File: src/sv/tms_pkg.sv
// Shared types, codes and constants of the Turing machine stepper with video tap.
// Used by every module of the block; depends on nothing.
package tms_pkg;

  localparam int STATE_BITS      = 14;
  localparam int TAPE_ADDR_BITS  = 19;
  localparam int SYMBOL_COUNT    = 4;
  localparam int SYMBOL_BITS     = $clog2(SYMBOL_COUNT);
  localparam int RULE_ADDR_BITS  = STATE_BITS + SYMBOL_BITS;
  localparam int CFG_DATA_BITS   = (STATE_BITS > TAPE_ADDR_BITS) ? STATE_BITS : TAPE_ADDR_BITS;
  localparam int CFG_INDEX_BITS  = 2;
  localparam int GATHER_CELLS    = 24;
  localparam int GATHER_CNT_BITS = $clog2(GATHER_CELLS);

  // Tape cell value that reads as a one bit during the gather.
  localparam logic [SYMBOL_BITS-1:0] SYM_ONE = SYMBOL_BITS'(2);

  localparam logic [STATE_BITS-1:0]     VIDEO_STATE_RESET = STATE_BITS'(7477);
  localparam logic [TAPE_ADDR_BITS-1:0] DATA_BASE_RESET   = TAPE_ADDR_BITS'(141);
  localparam logic [TAPE_ADDR_BITS-1:0] ADDR_LO_RESET     = TAPE_ADDR_BITS'(150);
  localparam logic [TAPE_ADDR_BITS-1:0] ADDR_HI_RESET     = TAPE_ADDR_BITS'(159);

  localparam logic [15:0] HIRES_PAGE_MASK = 16'hE000;
  localparam logic [15:0] HIRES_PAGE      = 16'h2000;
  localparam logic [6:0]  LAST_BYTE_LOW7  = 7'd119;
  localparam logic [6:0]  LINE_BYTES      = 7'd40;

  typedef enum logic [1:0] {
    FUNC_LOAD_RULE  = 2'd0,
    FUNC_WRITE_CELL = 2'd1,
    FUNC_STEP       = 2'd2,
    FUNC_READ_CELL  = 2'd3
  } func_e;

  typedef enum logic [CFG_INDEX_BITS-1:0] {
    CFG_VIDEO_STATE = 2'd0,
    CFG_DATA_BASE   = 2'd1,
    CFG_ADDR_LOW    = 2'd2,
    CFG_ADDR_HIGH   = 2'd3
  } cfg_reg_e;

  typedef enum logic {
    KIND_VIDEO = 1'b0,
    KIND_READ  = 1'b1
  } rsp_kind_e;

  typedef enum logic [2:0] {
    S_IDLE,
    S_DECODE,
    S_SYM,
    S_RULE,
    S_READ,
    S_GATHER,
    S_FLUSH,
    S_DECIDE
  } seq_state_e;

  typedef struct packed {
    func_e                     func;
    logic [STATE_BITS-1:0]     rule_state;
    logic [SYMBOL_BITS-1:0]    rule_symbol;
    logic [STATE_BITS-1:0]     next_state;
    logic [SYMBOL_BITS-1:0]    symbol_value;
    logic                      move_left;
    logic [TAPE_ADDR_BITS-1:0] cell_address;
  } req_t;

  typedef struct packed {
    rsp_kind_e              kind;
    logic [5:0]             column;
    logic [7:0]             line;
    logic [6:0]             pixels;
    logic [SYMBOL_BITS-1:0] read_symbol;
  } rsp_t;

  typedef struct packed {
    logic                   move_left;
    logic [SYMBOL_BITS-1:0] symbol;
    logic [STATE_BITS-1:0]  next_state;
  } rule_t;

  typedef struct packed {
    logic                      en;
    logic                      we;
    logic [TAPE_ADDR_BITS-1:0] addr;
    logic [SYMBOL_BITS-1:0]    wdata;
  } tape_cmd_t;

  typedef struct packed {
    logic                      en;
    logic                      we;
    logic [RULE_ADDR_BITS-1:0] addr;
    rule_t                     wdata;
  } rule_cmd_t;

  typedef struct packed {
    logic       hit;
    logic [5:0] column;
    logic [7:0] line;
    logic [6:0] pixels;
  } video_t;

  // bits = {data, address high, address low}, each most significant bit first.
  function automatic video_t video_map(input logic [23:0] bits);
    logic [15:0] addr;
    logic [6:0]  low7;
    logic [6:0]  col;
    logic [1:0]  third;
    video_t      v;
    addr = bits[15:0];
    low7 = addr[6:0];
    if (low7 >= 7'(2 * LINE_BYTES)) begin
      third = 2'd2;
      col   = low7 - 7'(2 * LINE_BYTES);
    end else if (low7 >= LINE_BYTES) begin
      third = 2'd1;
      col   = low7 - LINE_BYTES;
    end else begin
      third = 2'd0;
      col   = low7;
    end
    v.hit    = ((addr & HIRES_PAGE_MASK) == HIRES_PAGE) && (low7 <= LAST_BYTE_LOW7);
    v.column = col[5:0];
    // third*64 + addr[9:7]*8 + addr[12:10]: the fields do not overlap
    v.line   = {third, addr[9:7], addr[12:10]};
    v.pixels = bits[22:16];
    return v;
  endfunction

endpackage

File: src/sv/tms_gather.sv
// Gather shift register for the 24 tape bits of a video write, plus its decode.
// Depends on tms_pkg.
module tms_gather (
  input  logic            clk,
  input  logic            shift_en,
  input  logic            shift_bit,
  output tms_pkg::video_t vid
);
  import tms_pkg::*;

  logic [GATHER_CELLS-1:0] bits;

  // shift in most significant bit first
  always_ff @(posedge clk) begin
    if (shift_en) begin
      bits <= {bits[GATHER_CELLS-2:0], shift_bit};
    end
  end

  assign vid = video_map(bits);

endmodule

File: config.mk
export PLATFORM = sky130hd
export DESIGN_NAME = tms_gather
export DESIGN_NICKNAME = d
export VERILOG_FILES = /design/src/sv/tms_pkg.sv /design/src/sv/tms_gather.sv
export SDC_FILE = /design/constraint.sdc
export NUM_CORES = 1
export LEC_CHECK = 0
export ABC_AREA = 0
export ABC_CLOCK_PERIOD_IN_PS = 3670
export BUFFER_PORTS_ARGS = -buffer_cell sky130_fd_sc_hd__buf_2
export CAP_MARGIN = 5
export CORE_MARGIN = 3
export CORE_UTILIZATION = 35
export CTS_CLUSTER_SIZE = 12
export DETAILED_ROUTE_END_ITERATION = 8
export GPL_TIMING_DRIVEN = 0
export PLACE_DENSITY_LB_ADDON = 0.12
export SLEW_MARGIN = 20
export SYNTH_ARGS = -nofsm -noshare
export SYNTH_HDL_FRONTEND = slang
export SYNTH_SLANG_ARGS = --single-unit
File: constraint.sdc
create_clock -name clk -period 3.67 [get_ports clk]
set_clock_uncertainty 0.05 [all_clocks]
set_input_delay 0.1835 -clock clk [delete_from_list [all_inputs] [get_ports clk]]
set_output_delay 0.1835 -clock clk [all_outputs]
set_load 0.005 [all_outputs]
# Word level (Yosys, flattened, before mapping)
# Index checks and enable logic that the tools add are counted.
[word_totals] reg_bits=23 inputBits=3 elab_cells=12
[classes] n_addsub=2 magnitude_cmp=3 n_eq_ne=1 n_mux=4 n_reduce_logical=1
[op_table] op="$mux W6" count=2
[op_table] op="$ge A7 B6 Y1 const B" count=1
[op_table] op="$ge A7 B7 Y1 const B" count=1
[op_table] op="$le A7 B7 Y1 const B" count=1
[op_table] op="$sub A6 B5 Y6 const B" count=1
[op_table] op="$sub A6 B6 Y6 const B" count=1
[op_table] op="$eq A3 B1 Y1 const B" count=1
[op_table] op="$mux W2" count=1
[op_table] op="$logic_and A1 B1 Y1" count=1
[op_table] op="$mux W1" count=1

# Longest topological paths before layout
# Gate-level depths: netlist of the first run.
[depth] depth_word=3 depth_mapped=5 mapped_depth_nobuf=5

# Least setup slack after synthesis of the first run
# Ideal clock, no wire load.
[synth_path] kind="reg-to-output" startpoint="register bits[4]" endpoint="output vid[18] (netlist name)" t_arrival_ns=1.439 required_ns=3.437 slack_ns=1.998 path_stages_with_launch=6 n_path_buf=0 path_cell_list="edfxtp_1 > inv_1 > ha_1 > nor4b_4 > o211ai_2 > mux2_4"
[synth_rtl] element="from (decl)" line_no="tms_gather.sv:11" rtl="logic [GATHER_CELLS-1:0] bits;"
[synth_rtl] element="from (signal assigned)" line_no="tms_gather.sv:16" rtl="bits <= {bits[GATHER_CELLS-2:0], shift_bit};"
[synth_rtl] element="to (decl)" line_no="tms_gather.sv:7" rtl="output tms_pkg::video_t vid"

==> results of run 1 <==
[Yosys cell counts (all sizes together), types with 2 or more instances]
library cell / number
mux2: 2
inv: 4
ha: 6
nand2b: 4
edfxtp: 23
buf: 17
nor2: 4
o211ai: 3
nand3: 2
[area by class of cell]
cell class / instances / area (um^2) / area share (%)
multi-input cells: 36 / 310 / 22.9
inverters: 4 / 15.0 / 1.11
plain buffers: 17 / 125 / 9.24
well taps: 44 / 55.1 / 4.07
flip-flops and latches: 23 / 691 / 51.0
clock buffers: 3 / 22.5 / 1.66
clock inverters: 1 / 5.00 / 0.370
repair buffers: 25 / 130 / 9.61
[kinds of logic (layout without fill, tap and decap cells)]
family / after synthesis / count (layout)
buffers and inverters: 21 / 50
adder cells (fa/ha/maj): 6 / 6
AO/OA/AOI/OAI: 11 / 11
multiplexers: 2 / 2
flip-flops: 23 / 23
AND/OR/NAND/NOR: 17 / 17
[what timing repair did]
item / in CTS / in global routing
setup buffers: 0 / 0
endpoints found under the hold margin: 1 / 0
hold buffers: 1 / 0
[routing by layer]
| metal | routed length, um | GRT usage (%) | up-vias |
|---|---|---|---|
| li1 | - | - | 338 |
| met1 | 879 | 13.2 | 333 |
| met2 | 808 | 14.9 | 16 |
| met3 | 96 | 4.28 | 0 |
| met4 | 0 | 0.826 | 0 |
| met5 | 0 | 0 | - |
[through the flow]
stage | std cells | setup slack (ns) | utilization, % | power (W)
6_report | 153 | 1.33 | 44.0 | 0.000493
5_1_grt | 153 | 1.20 | 44.0 | 0.000523
4_1_cts | 153 | 1.31 | 44.0 | 0.000502
3_5_place_dp | 148 | 1.66 | 42.8 | 0.000390
3_3_place_gp | 148 | 1.70 | 42.8 | 0.000389
2_1_floorplan | 80 | 2.00 | - | 0.000362
[worst max-delay path by stage]
stage / startpoint / end / slack [ns] / depth (start not counted)
3_3_place_gp: bits[4] / vid[18] / 1.70 / 6
2_1_floorplan: bits[4] / vid[18] / 2.00 / 5
3_5_place_dp: bits[4] / vid[18] / 1.66 / 6
6_report: bits[4] / vid[18] / 1.33 / 6
5_1_grt: bits[4] / vid[18] / 1.20 / 6
4_1_cts: bits[4] / vid[18] / 1.31 / 6
[power groups by stage]
stage / logic, W / clock network, W / registers (W)
4_1_cts: 0.0000638 / 0.000116 / 0.000322
3_5_place_dp: 0.0000628 / 0 / 0.000328
2_1_floorplan: 0.0000390 / 0 / 0.000323
5_1_grt: 0.0000703 / 0.000129 / 0.000324
6_report: 0.0000627 / 0.000109 / 0.000321
3_3_place_gp: 0.0000617 / 0 / 0.000328
[critical path, cell delays in order (launching register included)]
cell and delay, ns:
sky130_fd_sc_hd__edfxtp_1 0.57, sky130_fd_sc_hd__inv_1 0.18, sky130_fd_sc_hd__ha_1 0.16, sky130_fd_sc_hd__nor4b_4 0.30
sky130_fd_sc_hd__o211ai_2 0.16, sky130_fd_sc_hd__mux2_4 0.31, sky130_fd_sc_hd__buf_2 0.12
==> out/results.env, run 1 <==
STATUS='complete, no violations'
TYPE_OF_THE_WORST_SETUP_PATH='reg2out'
MAXCAPVIOLATIONS=0
FIRST_GLOBAL_VIAS=648
P_LEAK_nW=0.566
DIE_H_UM=63.1
FINISH.INSTANCE_AREA_UM2=1350
POWER.DENSITY_CELL_AREA_nW_PER_UM2=364
ANT_NETS=0
CORE_REGION_AREA_UM2=3080
YOSYS.AREA_SHARE.ADDER_PCT=6.58
POST_SYNTHESIS_COMPOUND_GATE_AREA_FRACTION_PCT=8.11
HOLD_VIOLATIONS=0
NUMBER_OF_ENABLE_FLIP_FLOP_CELLS_AFTER_SYNTHESIS=23
FLOORPLAN.IO_PINS=25
TIGHTEST_SLEW_NS=0.506
REG2REG_DEPTH=0
TOTAL_SWITCHING_POWER_W=0.000109
YOSYS.AREA.TOP_TYPE_SHARE_PCT=60.5
DRT-WIRELENGTH-PER-CELL_UM=11.7
SYNTH_WARN=0
ROW_COUNT=20
POSTSYNTHREGISTERBITS=23
GRT_SETUP_UNREPAIRED='no'
CHIPWIDTH_UM=63.1
P_SW_SHARE_PCT=22.2
CTS_SINKS=23
REGTOREGSTARTPOINT='bits[4]'
GRT_PASS1_WL_UM=3120
DRCVIOLATIONCOUNT=0
MAPPEDNETLISTNETS=89
COMBPWRFRAC_PCT=12.7
DRT_FIRST_PASS_ITERS=4
FLIP_FLOP_COUNT_OF_THE_LARGEST_REGISTER_ALL_COPIES_AND_WORDS_ADDED=23
FLOW.AREA_GROWTH_FROM_SYNTHESIS_PCT=18.6
HOLD-PATH-ENDPOINT='bits[4]'
CTS_ROOT_BUFFER='sky130_fd_sc_hd__clkbuf_4'
TRITONCTS='built'
SYNTH_AREA_LEADERS='sky130_fd_sc_hd__edfxtp_1 (61%), sky130_fd_sc_hd__buf_4 (11%), sky130_fd_sc_hd__ha_1 (6.6%)'
CLK_TRANSITION_REPORTED_PATHS_NS=0.12
SYNTH_TOP_FAMILY_BY_AREA='buffers and inverters'
WORST-ENDPOINT-ARRIVAL_NS=2.10
CRITICAL_HOLD_PATH_STARTPOINT='shift_en'
PERIOD_MINUS_SLACK_NS=2.34
POWER.INTERNAL_W=0.000383
YOSYS_MOST_USED_DFF='sky130_fd_sc_hd__edfxtp_1'
PORT_BUFFERS=24
CLOCK_POWER_SHARE_PCT=22.1
REG2REG_SETUP_SLACK_NS=2.74
INITIAL_UTILIZATION_PCT=37.1
SEQ_AREA_FRAC_SYNTH_PCT=60.5
LARGEST_REGISTER='bits'
MIN_DELAY_PATH_DEPTH=1
INITIALDRTVIOLATIONCOUNT=21
FINAL-SETUP-VIOL-COUNT=0
POST-DP-HPWL_UM=1280
SYNTH_CELLS=80
SYNTH_SIMPLE_GATE_AREA_SHARE_PCT=10.2
CTS.PATH.MAX_BUFFERS=2
LAYOUT_TOP_REGISTERS='bits (23)'
POST_CTS_RESIZE_COUNT=0
FINALWEIGHTEDCONGESTION=0.679
YOSYS.AREA_SHARE.XOR_XNOR_PCT=0
CRITPATHMAXFANOUT=10
SYNTH_TOP_AREA_CELL='sky130_fd_sc_hd__edfxtp_1'
FIN_SETUP_TNS_NS=0
MAXIMUM_NUMBER_OF_PINS_ON_ONE_NET_BEFORE_GLOBAL_ROUTE_REPAIR=24
START_KIND='flop'
NETS=119
POST_SYNTHESIS_CELL_AREA_UM2=1140
IR_DROP_mV=0.256
ANTENNA_CELLS_INSERTED=0
SYNTH_CELL_TYPES=27
ANTENNA_FOUND_INITIAL=0
POST-ROUTE-PERIOD-UTIL_PCT=63.7
SYNTHESIS.AREA_PER_INSTANCE_UM2=14.3
CP.REQUIRED_NS=3.44
SEQPWRFRAC_PCT=65.2
WORST_SLEW_MARGIN_REL_PCT=66.3
MOSTFREQUENTLAYOUTCELL='sky130_fd_sc_hd__buf_2'
CAPTURING_ELEMENT_TYPE_OF_THE_CRITICAL_PATH='output port'
GRT.OVERFLOW.TOTAL=0
MUXSHAREOFSYNTHAREA_PCT=2.30
HOLD_WS_NS=0.328
FILLERINSTANCES=300
CLK-INSERTION-DELAY-LATE_NS=0.30
SYNTHARSTFLOPSHARE_PCT=0
CTS-HTREE-LEVELS=1
ROUTE.FINAL.WIRE_LENGTH_UM=1780
VIAS=687
REPORT.FINAL.SLEW_VIOL_COUNT=0
HOLD_CLASS='in2reg'
DIE_AREA_UM2=3980
MAX_CLK_RATE_GHz=0.428
PLACED_AREA_UM2=1320
DRIVE_GT1_SHARE_PCT=47.7
CTS_BUFFERS=3
WORSTREG2REGEND='bits[5]'
GRT.TOTAL_USAGE_PCT=9.71
ROUTED_VIA_DENSITY=4.49
MOSTFREQUENTLAYOUTCELLS='sky130_fd_sc_hd__buf_2 (25), sky130_fd_sc_hd__edfxtp_1 (23), sky130_fd_sc_hd__buf_4 (16)'
Note: power is estimated with default switching activity, not from simulation.
==> run 2: changes to the inputs <==
Settings changed: ABC_CLOCK_PERIOD_IN_PS 3670 to 2210.
Clock period 3.67 ns to 2.21 ns, I/O delays scaled along.
==> out/results.env, run 2 (same netlist as run 1, synthesis figures left out) <==
PERIOD_MINUS_SLACK_NS=2.08
PORT_BUFFERS=24  # unchanged
GRT_SETUP_UNREPAIRED='no'
CAPTURING_ELEMENT_TYPE_OF_THE_CRITICAL_PATH='output port'
ROW_COUNT=20  # unchanged
WORST_SLEW_MARGIN_REL_PCT=66.2  # -0.096 points
CRITICAL_HOLD_PATH_STARTPOINT='shift_en'
CLK-INSERTION-DELAY-LATE_NS=0.30  # about the same
VIAS=709  # +3.2%
WORSTREG2REGEND='bits[5]'
CLK_TRANSITION_REPORTED_PATHS_NS=0.12  # about the same
FINISH.INSTANCE_AREA_UM2=1400  # +3.3%
CTS_SINKS=23  # unchanged
POST-DP-HPWL_UM=1280  # unchanged
ANTENNA_FOUND_INITIAL=0  # unchanged
NETS=125  # +5.0%
DRT-WIRELENGTH-PER-CELL_UM=11.8  # +1.2%
WORST-ENDPOINT-ARRIVAL_NS=1.92  # -0.18 ns
PLACED_AREA_UM2=1320  # unchanged
POST_CTS_RESIZE_COUNT=0  # unchanged
CORE_REGION_AREA_UM2=3080  # unchanged
CHIPWIDTH_UM=63.1  # unchanged
TRITONCTS='built'
FIRST_GLOBAL_VIAS=665  # +2.6%
CRITICAL_PATH.CELL_CHAIN='ha_1 > nor4b_4 > o211ai_2 > mux2_4 > buf_2'
FIN_SETUP_TNS_NS=0  # unchanged
CPLARGESTDELAYFAMILY='flip-flops'
LARGEST_REGISTER='bits'
DIE_AREA_UM2=3980  # unchanged
MOSTFREQUENTLAYOUTCELL='sky130_fd_sc_hd__buf_2'
TYPE_OF_THE_WORST_SETUP_PATH='reg2out'
MULTI_INPUT_AREA_UM2=310  # unchanged
LAYOUT_TOP_REGISTERS='bits (23)'
FLIP_FLOP_COUNT_OF_THE_LARGEST_REGISTER_ALL_COPIES_AND_WORDS_ADDED=23  # unchanged
FINAL-SETUP-VIOL-COUNT=0  # unchanged
MIN_DELAY_PATH_DEPTH=1  # unchanged
FLOORPLAN.IO_PINS=25  # unchanged
IR_DROP_mV=0.414  # +61%
HOLD_WS_NS=0.256  # -0.0724 ns
REG2REG_DEPTH=2  # +2
CTS.PATH.MAX_BUFFERS=2  # unchanged
CP.REQUIRED_NS=2.05  # -1.39 ns
ANTENNA_CELLS_INSERTED=0  # unchanged
CTS_BUFFERS=3  # unchanged
POST-ROUTE-PERIOD-UTIL_PCT=94.2
FILLERINSTANCES=299  # -0.33%
CRITPATHMAXFANOUT=8  # -2
FINALWEIGHTEDCONGESTION=0.679  # unchanged
HOLD_CLASS='in2reg'
TIGHTEST_SLEW_NS=0.508  # +0.00144 ns
START_KIND='flop'
CRITICAL_PATH.SLOWEST_CELL='sky130_fd_sc_hd__edfxtp_1'
P_LEAK_nW=0.595  # +5.1%
FLOW.AREA_GROWTH_FROM_SYNTHESIS_PCT=22.6
MAXIMUM_NUMBER_OF_PINS_ON_ONE_NET_BEFORE_GLOBAL_ROUTE_REPAIR=24  # unchanged
HOLD_VIOLATIONS=0  # unchanged
DRCVIOLATIONCOUNT=0  # unchanged
REG2REG_SETUP_SLACK_NS=1.18  # -1.56 ns
CTS-HTREE-LEVELS=1  # unchanged
MAXCAPVIOLATIONS=0  # unchanged
HOLD-PATH-ENDPOINT='bits[4]'
ROUTE.FINAL.WIRE_LENGTH_UM=1880  # +5.2%
GRT.OVERFLOW.TOTAL=0  # unchanged
STATUS='complete, no violations'
CTS_ROOT_BUFFER='sky130_fd_sc_hd__clkbuf_4'
CP.BUFFERS_INVERTERS=1  # -1
INITIALDRTVIOLATIONCOUNT=16  # -24%
REGTOREGSTARTPOINT='bits[4]'
FINAL-SEQ-AREA_UM2=691  # unchanged
POSTLAYOUTCOREUTIL_PCT=45.4  # +1.5 points
GRT.TOTAL_USAGE_PCT=10.2  # +0.49 points
MAX_STAGE_DELAY_NS=0.53  # -0.04 ns
REPORT.FINAL.SLEW_VIOL_COUNT=0  # unchanged
ANT_NETS=0  # unchanged
MOSTFREQUENTLAYOUTCELLS='sky130_fd_sc_hd__buf_2 (25), sky130_fd_sc_hd__edfxtp_1 (23), sky130_fd_sc_hd__buf_4 (22)'
GRT_PASS1_WL_UM=3280  # +5.1%
MAX_CLK_RATE_GHz=0.480
INITIAL_UTILIZATION_PCT=37.1  # unchanged
ROUTED_VIA_DENSITY=4.46  # -0.69%
DRT_FIRST_PASS_ITERS=4  # unchanged
DIE_H_UM=63.1  # unchanged
DRIVE_GT1_SHARE_PCT=50.4  # +2.7 points
POWER.DENSITY_CELL_AREA_nW_PER_UM2=592  # +63%
run 2: layout make-up:
class	instances	share of cell area (%)
inverters	4	1.07
multi-input cells	36	22.2
well taps	44	3.94
repair buffers	31	12.5
flip-flops and latches	23	49.4
clock inverters	1	0.358
clock buffers	3	1.61
plain buffers	17	8.94
run 2: worst reg2reg max path, cell delays in order (launching register included):
cell and delay [ns]:
sky130_fd_sc_hd__edfxtp_1 0.42, sky130_fd_sc_hd__buf_4 0.16, sky130_fd_sc_hd__buf_4 0.16
run 2: per-stage QoR:
step           worst slack [ns]  power, W  instances
2_1_floorplan             0.611  0.000601         80
3_3_place_gp              0.310  0.000647        148
3_5_place_dp              0.277  0.000648        148
4_1_cts                  0.0735  0.000836        155
5_1_grt                 0.00124  0.000879        159
6_report                  0.128  0.000828        159
run 2: worst max-delay path by stage:
stage,start,endpoint,slack [ns],cells after the start
global route,bits[3],vid[18],0.001,5
floorplan,bits[4],vid[18],0.61,5
detailed placement,bits[4],vid[18],0.28,6
finish,bits[3],vid[18],0.13,5
global placement,bits[4],vid[18],0.31,6
CTS,bits[5],vid[20],0.07,6
run 2: power by group:
| group | internal [W] | switching [W] | total [W] |
|---|---|---|---|
| logic | 0.0000671 | 0.0000495 | 0.000117 |
| registers | 0.000509 | 0.0000208 | 0.000530 |
| clock network | 0.0000674 | 0.000114 | 0.000181 |
| total | 0.000644 | 0.000184 | 0.000828 |
run 2: what timing repair did:
action / CTS / global route
hold buffers: 1 / 0
buffers inserted: 2 / 4
hold endpoints to repair: 1 / 0
endpoints found under the setup margin: 1 / 2
run 2: metal layers:
metal	share of wire (%)	GRT usage [%]	vias up	routed length (um)
met4	0	0.826	0	0
met5	0	0	-	0
li1	-	-	349	-
met3	4.8	4.28	0	91
met1	49	14.1	344	914
met2	46	15.5	16	870
==> run 3: changes to the inputs <==
Settings changed: ABC_CLOCK_PERIOD_IN_PS 2210 to 1950.
Clock period 2.21 ns to 1.95 ns, I/O delays scaled along.
==> out/results.env, run 3 (same netlist as run 1, synthesis figures left out) <==
REG2REG_SETUP_SLACK_NS=0.90  # -0.28 ns
INITIALDRTVIOLATIONCOUNT=14  # -2
MULTI_INPUT_AREA_UM2=339  # +9.3%
WORSTREG2REGEND='bits[5]'
FLIP_FLOP_COUNT_OF_THE_LARGEST_REGISTER_ALL_COPIES_AND_WORDS_ADDED=23  # unchanged
P_SW_SHARE_PCT=22.5  # +0.24 points
CRITPATHMAXFANOUT=3  # -5
MOSTFREQUENTLAYOUTCELLS='sky130_fd_sc_hd__buf_2 (25), sky130_fd_sc_hd__edfxtp_1 (23), sky130_fd_sc_hd__buf_4 (22)'
MAXIMUM_NUMBER_OF_PINS_ON_ONE_NET_BEFORE_GLOBAL_ROUTE_REPAIR=24  # unchanged
PERIOD_MINUS_SLACK_NS=1.96
CLK_TRANSITION_REPORTED_PATHS_NS=0.12  # about the same
FINAL-SEQ-AREA_UM2=691  # unchanged
ROUTE.FINAL.WIRE_LENGTH_UM=1960  # +4.4%
MOSTFREQUENTLAYOUTCELL='sky130_fd_sc_hd__buf_2'
POST-ROUTE-PERIOD-UTIL_PCT=101
CTS.PATH.MAX_BUFFERS=2  # unchanged
SEQPWRFRAC_PCT=63.0  # -1.0 points
START_KIND='flop'
CP.REQUIRED_NS=1.80  # -0.25 ns
POST-DP-HPWL_UM=1280  # unchanged
TOTAL_SWITCHING_POWER_W=0.000213  # +16%
PLACED_CELLS=148  # unchanged
FAILED_CHECKS='setup timing'
CTS_BUFFERS=3  # unchanged
ANTENNA_FOUND_INITIAL=0  # unchanged
FIRST_GLOBAL_VIAS=682  # +2.6%
CAPTURING_ELEMENT_TYPE_OF_THE_CRITICAL_PATH='output port'
DRT-WIRELENGTH-PER-CELL_UM=12.2  # +3.7%
CTS_ROOT_BUFFER='sky130_fd_sc_hd__clkbuf_4'
DIE_H_UM=63.1  # unchanged
FLOW.AREA_GROWTH_FROM_SYNTHESIS_PCT=26.1
STATUS='complete, but fails checks'
ANT_NETS=0  # unchanged
VIAS=717  # +1.1%
REGTOREGSTARTPOINT='bits[4]'
FINAL-SETUP-VIOL-COUNT=1  # +1
DRT_FIRST_PASS_ITERS=4  # unchanged
GRT.TOTAL_USAGE_PCT=10.6  # +0.42 points
WORST_SLEW_MARGIN_REL_PCT=66.9  # +0.70 points
PORT_BUFFERS=24  # unchanged
DRIVE_GT1_SHARE_PCT=56.0  # +5.6 points
LARGEST_REGISTER='bits'
ROUTED_VIA_DENSITY=4.48  # +0.50%
DIE_AREA_UM2=3980  # unchanged
MAXCAPVIOLATIONS=0  # unchanged
WORST-ENDPOINT-ARRIVAL_NS=1.81  # -0.11 ns
DRCVIOLATIONCOUNT=0  # unchanged
HOLD_CLASS='in2reg'
CTS-HTREE-LEVELS=1  # unchanged
TRITONCTS='built'
TYPE_OF_THE_WORST_SETUP_PATH='reg2out'
ANTENNA_CELLS_INSERTED=0  # unchanged
IR_DROP_mV=0.493  # +19%
POWER.TOTAL_W=0.000949  # +15%
REPORT.FINAL.SLEW_VIOL_COUNT=0  # unchanged
CORE_REGION_AREA_UM2=3080  # unchanged
HOLD_WS_NS=0.238  # -0.0178 ns
CTS_SINKS=23  # unchanged
POSTLAYOUTCOREUTIL_PCT=46.7  # +1.3 points
GRT.OVERFLOW.TOTAL=0  # unchanged
POWER.INTERNAL_W=0.000736  # +14%
CRITICAL_HOLD_PATH_STARTPOINT='shift_en'
INITIAL_UTILIZATION_PCT=37.1  # unchanged
NETS=126  # +0.80%
MIN_DELAY_PATH_DEPTH=1  # unchanged
COMBPWRFRAC_PCT=15.4  # +1.3 points
DETAILEDPLACE.WORSTSLACK_NS=0.0295  # -0.247 ns
CLOCK_POWER_SHARE_PCT=21.6  # -0.3 points
P_LEAK_nW=0.605  # +1.7%
FILLERINSTANCES=293  # -2.0%
HOLD-PATH-ENDPOINT='bits[4]'
GRT_PASS1_WL_UM=3390  # +3.4%
LAYOUT_TOP_REGISTERS='bits (23)'
GRT_SETUP_UNREPAIRED='yes'
MAX_CLK_RATE_GHz=0.510
POWER.DENSITY_CELL_AREA_nW_PER_UM2=660  # +12%
SETUP_SLACK_NS=-0.0101  # -0.138 ns
FINALNONFILLERCELLS=160  # +0.63%
CLK-INSERTION-DELAY-LATE_NS=0.30  # about the same
ROW_COUNT=20  # unchanged
REG2REG_DEPTH=2  # unchanged
HOLD_VIOLATIONS=0  # unchanged
FLOORPLAN.IO_PINS=25  # unchanged
TIGHTEST_SLEW_NS=0.497  # -0.0105 ns
CHIPWIDTH_UM=63.1  # unchanged
FINALWEIGHTEDCONGESTION=0.679  # unchanged
==> run 3: power groups by stage <==
stage | clock network (W) | logic [W] | registers, W
3_5_place_dp | 0 | 0.000118 | 0.000616
3_3_place_gp | 0 | 0.000116 | 0.000617
4_1_cts | 0.000218 | 0.000140 | 0.000600
6_report | 0.000205 | 0.000146 | 0.000598
2_1_floorplan | 0 | 0.0000734 | 0.000607
5_1_grt | 0.000243 | 0.000161 | 0.000603
==> run 3: area by class of cell <==
type	instances	share of cell area [%]
multi-input cells	36	23.6
well taps	44	3.83
repair buffers	32	13.0
inverters	4	1.04
clock buffers	3	1.57
flip-flops and latches	23	48.0
clock inverters	1	0.348
plain buffers	17	8.70
==> run 3: worst max path at each step <==
stage | end | start
global placement | vid[18] | bits[4]
finish | vid[18] | bits[4]
floorplan | vid[18] | bits[4]
global route | vid[18] | bits[4]
CTS | vid[18] | bits[4]
detailed placement | vid[18] | bits[4]
==> run 3: repair_timing <==
item / 4_1_cts / 5_1_grt
pin swaps: 4 / 4
setup endpoints to repair: 5 / 6
resized for setup: 5 / 3
hold buffers: 1 / 0
setup buffers: 5 / 2
endpoints found under the hold margin: 1 / 0
==> run 3: per-stage QoR <==
| stage | TNS (ns) | area, um^2 |
|---|---|---|
| after floorplan | 0 | 1140 |
| after global placement | 0 | 1320 |
| after detailed placement | 0 | 1320 |
| after CTS | -0.0129 | 1410 |
| after global routing | -0.360 | 1440 |
| final | -0.0101 | 1440 |
==> run 3: per-layer routing <==
layer	vias to the layer above	routed length (um)	track usage (%)
met1	351	953	14.6
met2	14	914	16.5
met5	-	0	0
met4	0	0	0.826
li1	352	-	-
met3	0	91	4.28
==> run 3: worst max-delay path: stages, from the launching register on <==
cell and delay [ns]:
sky130_fd_sc_hd__edfxtp_1 0.44, sky130_fd_sc_hd__inv_2 0.11, sky130_fd_sc_hd__ha_1 0.14, sky130_fd_sc_hd__nor4b_4 0.24, sky130_fd_sc_hd__o211ai_2 0.15, sky130_fd_sc_hd__mux2_4 0.31
sky130_fd_sc_hd__buf_2 0.12
